**src/rtl/assert_macros.svh**
```systemverilog
// Assertion macros for the RTL file that checks its own logic, the top level.
// No dependencies; included by bare file name.
`ifndef ASSERT_MACROS_SVH
`define ASSERT_MACROS_SVH

// Same-cycle implication, disabled while reset is low
`define GBCI_ASSERT_NOW(lbl, clk, rst_n, ante, cons) \
    lbl: assert property (@(posedge clk) disable iff (!rst_n) (ante) |-> (cons)) \
        else $error("gbci assertion failed");

// Next-cycle implication, disabled while reset is low
`define GBCI_ASSERT_NEXT(lbl, clk, rst_n, ante, cons) \
    lbl: assert property (@(posedge clk) disable iff (!rst_n) (ante) |=> (cons)) \
        else $error("gbci assertion failed");

`endif

```
**src/rtl/gbci_pkg.sv**
```systemverilog
// Package for the gyro bias calibration and angle integration block.
// Field widths, reset values, register map and shared types. No dependencies.
package gbci_pkg;

    localparam int SAMPLES_DEF = 256;   // samples per calibration run
    localparam int SAMPLE_W    = 16;
    localparam int DRIFT_W     = 24;    // Q16.8
    localparam int FRAC_W      = 8;     // fractional bits of the drift
    localparam int ANGLE_W     = 64;    // Q32.32
    localparam int GAIN_W      = 32;    // Q8.24
    localparam int DZ_W        = SAMPLE_W + FRAC_W + 1;
    localparam int PROD_W      = DZ_W + GAIN_W + 1;
    localparam int APB_ADDR_W  = 2;
    localparam int APB_DATA_W  = 32;

    localparam logic [GAIN_W-1:0] GAIN_RESET = 32'd1024;

    // Register map (word index)
    localparam logic [APB_ADDR_W-1:0] REG_GAIN_ADDR = 2'd0;

    // Input modes
    localparam logic MODE_CALIBRATE = 1'b0;
    localparam logic MODE_INTEGRATE = 1'b1;

    typedef logic signed [SAMPLE_W-1:0] t_sample;
    typedef logic signed [DRIFT_W-1:0]  t_drift;
    typedef logic signed [ANGLE_W-1:0]  t_angle;

    // Handshake with the mean unit
    typedef struct packed {
        logic start;   // finishing item waiting for its mean
        logic take;    // finishing item leaves, result consumed
    } t_mean_ctl;

endpackage

```
**src/rtl/gbci_if.sv**
```systemverilog
// Valid/ready channel interfaces for samples in and results out.
// Depends on gbci_pkg.
interface gbci_in_if;
    logic              valid;
    logic              ready;
    logic              mode;
    gbci_pkg::t_sample rate_sample;

    modport source (output valid, output mode, output rate_sample, input ready);
    modport sink   (input valid, input mode, input rate_sample, output ready);
endinterface

interface gbci_out_if;
    logic              valid;
    logic              ready;
    gbci_pkg::t_angle  angle;
    gbci_pkg::t_angle  previous_angle;
    gbci_pkg::t_drift  drift;
    logic              calibrated;

    modport source (output valid, output angle, output previous_angle, output drift,
                    output calibrated, input ready);
    modport sink   (input valid, input angle, input previous_angle, input drift,
                    input calibrated, output ready);
endinterface

```
**src/rtl/gyro_bias_calibrate_and_integrate.sv**
```systemverilog
// Top level: gyro rate bias calibration and saturating angle integration.
// Depends on gbci_pkg, gbci_if.sv, gbci_mean and assert_macros.svh.
//
//  Channel        Direction  Transaction contents
//  i_sample_if    in         mode, rate_sample
//  o_result_if    out        angle, previous_angle, drift, calibrated
//  APB (psel...)  in/out     gain register at byte address 0
//
//  One transaction per cycle while neither the result side nor the mean unit stalls;
//  a result passes through the input, product and result registers.
//  A finishing calibrate item takes its mean in the same cycle when SAMPLES is a
//  power of two; otherwise the reciprocal multiply holds it in the input register
//  until the mean is ready, one 16-bit slice per cycle.
//  Synchronous active-low reset clears the valid flags, calibration and angle state; the gain returns to 1024.
//  Backpressure on the result side stalls each stage only while it is full.
module gyro_bias_calibrate_and_integrate #(
    parameter int SAMPLES = gbci_pkg::SAMPLES_DEF
) (
    input  logic                                 i_clk,
    input  logic                                 i_rst_n,
    gbci_in_if.sink                              i_sample_if,
    gbci_out_if.source                           o_result_if,
    input  logic                                 psel,
    input  logic                                 penable,
    input  logic                                 pwrite,
    input  logic [gbci_pkg::APB_ADDR_W-1:0]      paddr,
    input  logic [gbci_pkg::APB_DATA_W-1:0]      pwdata,
    output logic [gbci_pkg::APB_DATA_W-1:0]      prdata,
    output logic                                 pready
);

`include "assert_macros.svh"

    localparam int SUM_W = gbci_pkg::SAMPLE_W + $clog2(SAMPLES) + 1;
    localparam int CNT_W = $clog2(SAMPLES + 1);

    // Configuration register
    logic [gbci_pkg::GAIN_W-1:0] r_gain;

    assign pready = 1'b1;
    assign prdata = r_gain;

    always_ff @(posedge i_clk) begin
        if (!i_rst_n) begin
            r_gain <= gbci_pkg::GAIN_RESET;
        end else if (psel && penable && pwrite && paddr == gbci_pkg::REG_GAIN_ADDR) begin
            r_gain <= pwdata;
        end
    end

    // Pipeline registers
    logic                           r_a_valid, r_b_valid, r_c_valid;
    logic                           r_a_mode, r_b_mode;
    gbci_pkg::t_sample              r_a_sample;
    logic signed [gbci_pkg::PROD_W-1:0] r_b_prod;
    gbci_pkg::t_drift               r_b_bias;
    logic                           r_b_done;

    // Calibration state
    logic signed [SUM_W-1:0]        r_sum, n_sum;
    logic [CNT_W-1:0]               r_count, n_count;
    gbci_pkg::t_drift               r_bias, n_bias;
    logic                           r_done_flag, n_done_flag;

    // Result register, also the angle state
    gbci_pkg::t_angle               r_c_angle, n_c_angle;
    gbci_pkg::t_angle               r_c_prev, n_c_prev;
    gbci_pkg::t_drift               r_c_drift;
    logic                           r_c_cal;

    logic                           c_ready, b_ready, adv_ab, adv_bc, a_take;
    logic                           finishing;
    gbci_pkg::t_mean_ctl            mean_ctl;
    logic                           mean_valid;
    gbci_pkg::t_drift               mean_q;

    // Stage flow control
    assign finishing = r_a_valid && r_a_mode == gbci_pkg::MODE_CALIBRATE
                       && r_count >= CNT_W'(SAMPLES);
    assign c_ready   = !r_c_valid || o_result_if.ready;
    assign b_ready   = !r_b_valid || c_ready;
    assign adv_ab    = r_a_valid && b_ready && (!finishing || mean_valid);
    assign adv_bc    = r_b_valid && c_ready;
    assign a_take    = i_sample_if.valid && i_sample_if.ready;
    assign i_sample_if.ready = !r_a_valid || adv_ab;

    assign mean_ctl.start = finishing;
    assign mean_ctl.take  = adv_ab && finishing;

    gbci_mean #(
        .SAMPLES (SAMPLES),
        .SUM_W   (SUM_W)
    ) u_mean (
        .i_clk   (i_clk),
        .i_rst_n (i_rst_n),
        .i_ctl   (mean_ctl),
        .i_sum   (r_sum),
        .o_valid (mean_valid),
        .o_mean  (mean_q)
    );

    // Calibration update as an item leaves the input register
    always_comb begin
        n_sum       = r_sum;
        n_count     = r_count;
        n_bias      = r_bias;
        n_done_flag = r_done_flag;
        if (adv_ab && r_a_mode == gbci_pkg::MODE_CALIBRATE) begin
            if (finishing) begin
                n_bias      = mean_q;
                n_sum       = '0;
                n_count     = '0;
                n_done_flag = 1'b1;
            end else begin
                n_sum   = r_sum + SUM_W'(r_a_sample);
                n_count = r_count + 1'b1;
            end
        end
    end

    // Rate increment: (sample * 256 - drift) * gain
    logic signed [gbci_pkg::DZ_W-1:0]   dz;
    logic signed [gbci_pkg::PROD_W-1:0] prod;
    assign dz   = $signed({r_a_sample, {gbci_pkg::FRAC_W{1'b0}}})
                  - $signed({r_bias[gbci_pkg::DRIFT_W-1], r_bias});
    assign prod = dz * $signed({1'b0, r_gain});

    // Saturating accumulate as an integrate item enters the result register
    logic signed [gbci_pkg::ANGLE_W:0] sum_ext;
    assign sum_ext = {r_c_angle[gbci_pkg::ANGLE_W-1], r_c_angle}
                     + (gbci_pkg::ANGLE_W + 1)'(r_b_prod);

    always_comb begin
        n_c_angle = r_c_angle;
        n_c_prev  = r_c_prev;
        if (r_b_mode == gbci_pkg::MODE_INTEGRATE) begin
            n_c_prev = r_c_angle;
            if (sum_ext[gbci_pkg::ANGLE_W] != sum_ext[gbci_pkg::ANGLE_W-1]) begin
                n_c_angle = sum_ext[gbci_pkg::ANGLE_W]
                            ? {1'b1, {(gbci_pkg::ANGLE_W-1){1'b0}}}
                            : {1'b0, {(gbci_pkg::ANGLE_W-1){1'b1}}};
            end else begin
                n_c_angle = sum_ext[gbci_pkg::ANGLE_W-1:0];
            end
        end
    end

    // Registers
    always_ff @(posedge i_clk) begin
        if (!i_rst_n) begin
            r_a_valid   <= 1'b0;
            r_b_valid   <= 1'b0;
            r_c_valid   <= 1'b0;
            r_sum       <= '0;
            r_count     <= '0;
            r_bias      <= '0;
            r_done_flag <= 1'b0;
            r_c_angle   <= '0;
            r_c_prev    <= '0;
        end else begin
            r_sum       <= n_sum;
            r_count     <= n_count;
            r_bias      <= n_bias;
            r_done_flag <= n_done_flag;
            if (i_sample_if.ready) begin
                r_a_valid <= i_sample_if.valid;
            end
            if (b_ready) begin
                r_b_valid <= adv_ab;
            end
            if (c_ready) begin
                r_c_valid <= r_b_valid;
            end
            if (adv_bc) begin
                r_c_angle <= n_c_angle;
                r_c_prev  <= n_c_prev;
            end
        end
        if (a_take) begin
            r_a_mode   <= i_sample_if.mode;
            r_a_sample <= i_sample_if.rate_sample;
        end
        if (adv_ab) begin
            r_b_mode <= r_a_mode;
            r_b_prod <= prod;
            r_b_bias <= n_bias;
            r_b_done <= n_done_flag;
        end
        if (adv_bc) begin
            r_c_drift <= r_b_bias;
            r_c_cal   <= r_b_done;
        end
    end

    assign o_result_if.valid          = r_c_valid;
    assign o_result_if.angle          = r_c_angle;
    assign o_result_if.previous_angle = r_c_prev;
    assign o_result_if.drift          = r_c_drift;
    assign o_result_if.calibrated     = r_c_cal;

    // Checks
    logic cal_cleared;
    logic cal_bc;
    assign cal_cleared = r_count == '0 && r_sum == '0 && r_done_flag;
    assign cal_bc      = adv_bc && r_b_mode == gbci_pkg::MODE_CALIBRATE;

    `GBCI_ASSERT_NEXT(a_finish_clears, i_clk, i_rst_n, adv_ab && finishing, cal_cleared)
    `GBCI_ASSERT_NEXT(a_cal_keeps_angle, i_clk, i_rst_n, cal_bc, $stable({r_c_angle, r_c_prev}))
    `GBCI_ASSERT_NOW(a_done_sticky, i_clk, i_rst_n, 1'b1, !$fell(r_done_flag))

endmodule

```
**src/rtl/gbci_mean.sv**
```systemverilog
// Floor mean of the calibration sum in Q.8: sum * 256 / SAMPLES, rounded down.
// Power-of-two sample counts use a shift, others a reciprocal multiply done slice by slice.
// Depends on gbci_pkg.
module gbci_mean #(
    parameter int SAMPLES = gbci_pkg::SAMPLES_DEF,
    parameter int SUM_W   = gbci_pkg::SAMPLE_W + $clog2(SAMPLES) + 1
) (
    input  logic                   i_clk,
    input  logic                   i_rst_n,
    input  gbci_pkg::t_mean_ctl    i_ctl,
    input  logic signed [SUM_W-1:0] i_sum,
    output logic                   o_valid,
    output gbci_pkg::t_drift       o_mean
);

    localparam int  NUM_W   = SUM_W + gbci_pkg::FRAC_W;
    localparam bit  IS_POW2 = (SAMPLES & (SAMPLES - 1)) == 0;

    logic signed [NUM_W-1:0] num;
    assign num = {i_sum, {gbci_pkg::FRAC_W{1'b0}}};

    if (IS_POW2) begin : g_shift
        localparam int SHIFT = $clog2(SAMPLES);
        logic signed [NUM_W-1:0] quot;

        // arithmetic shift is the floor division
        assign quot    = num >>> SHIFT;
        assign o_valid = i_ctl.start;
        assign o_mean  = quot[gbci_pkg::DRIFT_W-1:0];
    end else begin : g_div
        // q = (x * RCP) >> SHIFT_R is exact for every x below 2^NUM_W
        localparam int LOG_N   = $clog2(SAMPLES);
        localparam int SHIFT_R = NUM_W + LOG_N;
        localparam int RCP_W   = NUM_W + 1;
        localparam int SLICE_W = 16;
        localparam int SLICES  = (RCP_W + SLICE_W - 1) / SLICE_W;
        localparam int RCP_PW  = SLICES * SLICE_W;
        localparam int ACC_W   = NUM_W + RCP_PW;
        localparam int CNT_W   = $clog2(SLICES + 1);
        localparam logic [63:0] RCP_FULL =
            ((64'd1 << SHIFT_R) + 64'(SAMPLES - 1)) / 64'(SAMPLES);
        localparam logic [RCP_PW-1:0] RCP = RCP_PW'(RCP_FULL);

        logic                          r_busy, n_busy;
        logic                          r_valid, n_valid;
        logic                          r_neg, n_neg;
        logic [NUM_W-1:0]              r_x, n_x;
        logic [RCP_PW-1:0]             r_m, n_m;
        logic [ACC_W-1:0]              r_acc, n_acc;
        logic [CNT_W-1:0]              r_cnt, n_cnt;
        logic [NUM_W-1:0]              x_abs;
        logic [NUM_W+SLICE_W-1:0]      part;
        logic [gbci_pkg::DRIFT_W-1:0]  q_mag;

        // negative sums divide -num + N - 1, then negate
        assign x_abs = num[NUM_W-1] ? $unsigned(-num) + NUM_W'(SAMPLES - 1)
                                    : $unsigned(num);
        // one 16-bit slice of the reciprocal per cycle, top slice first
        assign part  = r_x * r_m[RCP_PW-1 -: SLICE_W];

        always_comb begin
            n_busy  = r_busy;
            n_valid = r_valid;
            n_neg   = r_neg;
            n_x     = r_x;
            n_m     = r_m;
            n_acc   = r_acc;
            n_cnt   = r_cnt;
            if (r_busy) begin
                n_acc = {r_acc[ACC_W-SLICE_W-1:0], {SLICE_W{1'b0}}} + ACC_W'(part);
                n_m   = {r_m[RCP_PW-SLICE_W-1:0], {SLICE_W{1'b0}}};
                n_cnt = r_cnt - CNT_W'(1);
                if (r_cnt == CNT_W'(1)) begin
                    n_busy  = 1'b0;
                    n_valid = 1'b1;
                end
            end else if (r_valid) begin
                if (i_ctl.take) begin
                    n_valid = 1'b0;
                end
            end else if (i_ctl.start) begin
                n_busy = 1'b1;
                n_neg  = num[NUM_W-1];
                n_x    = x_abs;
                n_m    = RCP;
                n_acc  = '0;
                n_cnt  = CNT_W'(SLICES);
            end
        end

        always_ff @(posedge i_clk) begin
            if (!i_rst_n) begin
                r_busy  <= 1'b0;
                r_valid <= 1'b0;
            end else begin
                r_busy  <= n_busy;
                r_valid <= n_valid;
            end
            r_neg <= n_neg;
            r_x   <= n_x;
            r_m   <= n_m;
            r_acc <= n_acc;
            r_cnt <= n_cnt;
        end

        assign q_mag   = r_acc[SHIFT_R +: gbci_pkg::DRIFT_W];
        assign o_valid = r_valid;
        assign o_mean  = r_neg ? -q_mag : q_mag;
    end

endmodule

```
**src/flat_wrapper.sv**
```systemverilog
// flat-port wrapper written by rule: the top's interface ports become plain ports
module gyro_bias_calibrate_and_integrate_flat 
#(
    parameter int SAMPLES = gbci_pkg::SAMPLES_DEF
)
  (i_clk, i_rst_n, psel, penable, pwrite, paddr, pwdata, prdata, pready, i_sample_if_valid, i_sample_if_mode, i_sample_if_rate_sample, i_sample_if_ready, o_result_if_valid, o_result_if_angle, o_result_if_previous_angle, o_result_if_drift, o_result_if_calibrated, o_result_if_ready);
  gbci_in_if i_sample_if_i ();
  gbci_out_if o_result_if_i ();
  input  logic i_clk;
  input  logic i_rst_n;
  input  logic psel;
  input  logic penable;
  input  logic pwrite;
  input  logic [gbci_pkg::APB_ADDR_W-1:0] paddr;
  input  logic [gbci_pkg::APB_DATA_W-1:0] pwdata;
  output logic [gbci_pkg::APB_DATA_W-1:0] prdata;
  output logic pready;
  input wire logic [$bits(i_sample_if_i.valid)-1:0] i_sample_if_valid;
  input wire logic [$bits(i_sample_if_i.mode)-1:0] i_sample_if_mode;
  input wire logic [$bits(i_sample_if_i.rate_sample)-1:0] i_sample_if_rate_sample;
  output wire logic [$bits(i_sample_if_i.ready)-1:0] i_sample_if_ready;
  output wire logic [$bits(o_result_if_i.valid)-1:0] o_result_if_valid;
  output wire logic [$bits(o_result_if_i.angle)-1:0] o_result_if_angle;
  output wire logic [$bits(o_result_if_i.previous_angle)-1:0] o_result_if_previous_angle;
  output wire logic [$bits(o_result_if_i.drift)-1:0] o_result_if_drift;
  output wire logic [$bits(o_result_if_i.calibrated)-1:0] o_result_if_calibrated;
  input wire logic [$bits(o_result_if_i.ready)-1:0] o_result_if_ready;
  assign i_sample_if_i.valid = i_sample_if_valid;
  assign i_sample_if_i.mode = i_sample_if_mode;
  assign i_sample_if_i.rate_sample = i_sample_if_rate_sample;
  assign i_sample_if_ready = i_sample_if_i.ready;
  assign o_result_if_valid = o_result_if_i.valid;
  assign o_result_if_angle = o_result_if_i.angle;
  assign o_result_if_previous_angle = o_result_if_i.previous_angle;
  assign o_result_if_drift = o_result_if_i.drift;
  assign o_result_if_calibrated = o_result_if_i.calibrated;
  assign o_result_if_i.ready = o_result_if_ready;
  gyro_bias_calibrate_and_integrate #(.SAMPLES(SAMPLES)) u_core (.i_clk(i_clk), .i_rst_n(i_rst_n), .i_sample_if(i_sample_if_i), .o_result_if(o_result_if_i), .psel(psel), .penable(penable), .pwrite(pwrite), .paddr(paddr), .pwdata(pwdata), .prdata(prdata), .pready(pready));
endmodule
```
**config.mk**
```make
export PLATFORM = sky130hd
export DESIGN_NAME = gyro_bias_calibrate_and_integrate_flat
export DESIGN_NICKNAME = d
export VERILOG_FILES = /design/src/rtl/gbci_pkg.sv /design/src/rtl/gbci_if.sv /design/src/rtl/gyro_bias_calibrate_and_integrate.sv /design/src/rtl/gbci_mean.sv /design/src/flat_wrapper.sv
export VERILOG_INCLUDE_DIRS = /design/src /design/src/rtl
export SDC_FILE = /design/constraint.sdc
export NUM_CORES = 2
export LEC_CHECK = 0
export ABC_CLOCK_PERIOD_IN_PS = 14600
export BUFFER_PORTS_ARGS = -buffer_cell sky130_fd_sc_hd__buf_2
export CAP_MARGIN = 20
export CORE_AREA = 2 2 272 274
export CTS_BUF_LIST = sky130_fd_sc_hd__clkbuf_4
export DETAILED_ROUTE_END_ITERATION = 16
export DIE_AREA = 0 0 274 276
export HOLD_SLACK_MARGIN = 0.1
export PLACE_DENSITY = 0.78
export SLEW_MARGIN = 20
export SYNTH_ARGS = -nofsm -noshare
export SYNTH_HDL_FRONTEND = slang
export SYNTH_SLANG_ARGS = --single-unit
```
**constraint.sdc**
```tcl
create_clock -name i_clk -period 14.6 [get_ports i_clk]
set_input_delay 0.73 -clock i_clk [delete_from_list [all_inputs] [get_ports i_clk]]
set_output_delay 0.73 -clock i_clk [all_outputs]
set_load 0.01 [all_outputs]
```
==> impl_metrics.env <==
export IMPL_place_gp_congestion=0.923
export IMPL_yosys_area_top_type="fa_1"
export IMPL_post_route_period_util_pct=72.4
export IMPL_synthMuxAreaShare_pct=0.277
export IMPL_rows=99
export IMPL_finalPower_w=0.00318
export IMPL_synth_nets=5869
export IMPL_r2r_start="u_core.r_bias[0]"
export IMPL_period_needed_ns=10.57
export IMPL_grt_antenna_before_repair=7
export IMPL_synth_top_area_share_pct=31.8
export IMPL_wl_um=120000
export IMPL_htreeDepth=3
export IMPL_dpl_instance_area_um2=45600
export IMPL_synthAdderAreaFrac_pct=41.4
export IMPL_nNetsFinal=6070
export IMPL_grt_pass1_vias=35600
export IMPL_cts_root_buffer="clkbuf_4"
export IMPL_vias=34700
export IMPL_hold_path_class="input port to flop"
export IMPL_post_drt_wl_per_cell_um=19.9
export IMPL_cp_depth=34
export IMPL_cts_tree="yes"
export IMPL_synth_xor_area_share_pct=3.05
export IMPL_crit_family="adder cells"
export IMPL_yosys_warnings=0
export IMPL_crit_required_ns=15.19
export IMPL_status="finished clean"
export IMPL_path_common_cell="fa_1"
export IMPL_min_from="pwdata[3]"
export IMPL_async_reset_ff_share_pct=0
export IMPL_final_common_cell="nand2_1"
export IMPL_final_util_pct=65.2
export IMPL_grt_overflow=0
export IMPL_worst_path_largest_cell_delay_ns=0.80
export IMPL_grt_max_degree=81
export IMPL_die_x_um=274
export IMPL_ant_nets=0
export IMPL_crit_type="flop to flop"
export IMPL_ys_types=84
export IMPL_netlist_area_um2=43400
export IMPL_maxSlewHeadroom_pct=27.2
export IMPL_p_per_area_nw_per_um2=67.2
export IMPL_avgViaCountPerCell=5.75
export IMPL_synth_compound_area_share_pct=11.1
export IMPL_setup_worst_path_end_class="flop"
export IMPL_hpwl_um=87900
export IMPL_setup_viol=0
export IMPL_rsz0062_at_grt="false"
export IMPL_area_growth_pct=9.14
export IMPL_critPathMaxFanout=34
export IMPL_clk_latency_ns=0.92
export IMPL_synthTopCellsByArea="fa_1 32%, dfxtp_1 10%, ha_1 9.6%, edfxtp_1 8.7%, nand2_1 7.4%"
export IMPL_crit_slowest_cell="xnor2_4"
export IMPL_cellLeakagePower_nw=23.6
export IMPL_port_buffers=244
export IMPL_whs_endpoint="u_core.prdata[3]"
export IMPL_fin_hold_ws_ns=0.160
export IMPL_grt_pass1_wl_um=191000
export IMPL_drt_iter0_markers=2730
export IMPL_cap_violations=0
export IMPL_clockBufferDepth=3
export IMPL_r2r_end="u_core.r_b_prod[54]"
export IMPL_die_h_um=276
export IMPL_syn_inst=4791
export IMPL_start_kind="flop"
export IMPL_drcViolationCount=0
export IMPL_ys_seq_area_share_pct=18.9
export IMPL_layout_common_cells="855 x nand2_1, 771 x inv_1, 689 x fa_1, 331 x ha_1, 312 x and2_1"
export IMPL_synth_avg_cell_area_um2=9.05
export IMPL_finalHoldViolCount=0
export IMPL_hold_depth=3
export IMPL_synth_flop_cell="dfxtp_1"
export IMPL_die_area_um2=75600
export IMPL_ys_ff_latch=347
export IMPL_drv_slew=0
export IMPL_reg2reg_setup_slack_ns=4.03
export IMPL_drtPass1Iterations=6
export IMPL_ioPinCount=246
export IMPL_core_um2=72600
export IMPL_track_usage_pct=32.2
export IMPL_clk_pin_slew_ns=0.06
export IMPL_setup_tns_ns=0
export IMPL_drive_above_1_share_pct=10.6
export IMPL_synth_top_family_by_area="adder cells"
export IMPL_design_area_um2=47300
export IMPL_crit_buf_inv=4
export IMPL_cts_setup_buffers=0
export IMPL_synth_simple_area_share_pct=16.3
export IMPL_fin_skew_ns=0.106
export IMPL_synth_edf_count=126
export IMPL_peakVddDrop_v=0.0000563
export IMPL_fmax_mhz=94.6
export IMPL_worst_pin_slew_ns=1.09
export IMPL_cts_buffers_inserted=94
export IMPL_cp_data_arrival_time_ns=11.16
export IMPL_initial_core_util_pct=59.7
export IMPL_reg2regPathDepth=34
export IMPL_cts_sinks=347
state kept, by name, indices dropped and copies added (netlist names):
name	count
u_core.o_result_if.angle	64
u_core.o_result_if.calibrated	1
u_core.o_result_if.drift	24
u_core.o_result_if.previous_angle	64
u_core.o_result_if.valid	1
u_core.prdata	32
u_core.r_a_mode	1
u_core.r_a_sample	16
u_core.r_a_valid	1
u_core.r_b_bias	24
u_core.r_b_done	1
u_core.r_b_mode	1
u_core.r_b_prod	58
u_core.r_b_valid	1
u_core.r_bias	24
u_core.r_count	9
u_core.r_done_flag	1
u_core.r_sum	24
cell type report:
| type | instances | area [um^2] |
|---|---|---|
| clock buffer | 142 | 1070 |
| antenna | 4 | 10.0 |
| fill | 5923 | 25300 |
| inverter | 771 | 2890 |
| timing repair buffer | 362 | 2240 |
| tap | 959 | 1200 |
| sequential | 347 | 8210 |
| clock inverter | 31 | 188 |
| multi-input combinational | 3416 | 31500 |
cell families after synthesis:
group,after synthesis
buf+inv,1028
other cells,1
fa+ha+maj,1020
mux,11
simple gates,1521
compound gates,712
xor+xnor,151
flops,347
synthesized netlist by cell type (all sizes together), types with 106 or more instances:
cell    number
edfxtp     126
inv        771
nand2      856
a21o       106
a21oi      155
o21ai      112
nor2       106
fa         689
clkbuf     235
ha         331
dfxtp      221
and2       317
routing by layer:
metal | GRT usage, % | routed length (um) | up-vias
met5 | 0 | 13 | -
met4 | 11.3 | 4200 | 2
met3 | 8.58 | 12900 | 343
met2 | 51.4 | 55000 | 1717
met1 | 42.4 | 47900 | 17000
li1 | - | - | 15600
worst register-to-register path: cells and delay by family, from the launching register on:
kind	cells	cell delay (ns)
flip-flops	1	0.31
AND/OR/NAND/NOR	3	1.23
adder cells (fa/ha/maj)	8	3.64
buffers and inverters	4	0.52
AO/OA/AOI/OAI	17	3.62
XOR/XNOR	2	0.97
timing repair:
| action | in CTS | in global routing |
|---|---|---|
| resized for setup | 0 | 0 |
| endpoints found under the setup margin | 0 | 0 |
| hold endpoints to repair | 47 | 0 |
| hold buffers | 47 | 0 |
power breakdown:
| part | switching, W | internal [W] |
|---|---|---|
| combinational | 0.000743 | 0.000430 |
| clock | 0.000451 | 0.000454 |
| sequential | 0.0000352 | 0.00107 |
| total | 0.00123 | 0.00195 |
worst max-delay path by stage:
stage | endpoint | start | slack [ns]
after floorplan | u_core.r_b_prod[57] | u_core.r_bias[0] | 5.64
after detailed placement | u_core.r_b_prod[54] | u_core.r_bias[0] | 4.21
after global routing | u_core.r_b_prod[57] | u_core.r_bias[0] | 3.56
final | u_core.r_b_prod[54] | u_core.r_bias[0] | 4.03
after CTS | u_core.r_b_prod[54] | u_core.r_bias[0] | 4.16
after global placement | u_core.r_b_prod[54] | u_core.r_bias[0] | 4.50
per-stage QoR:
step                worst slack (ns)  cells
floorplan                       5.64   4791
global placement                4.50   5807
detailed placement              4.21   5808
CTS                             4.16   6028
global route                    3.56   6032
finish                          4.03   6032
Note: power is estimated with default switching activity, not from simulation.
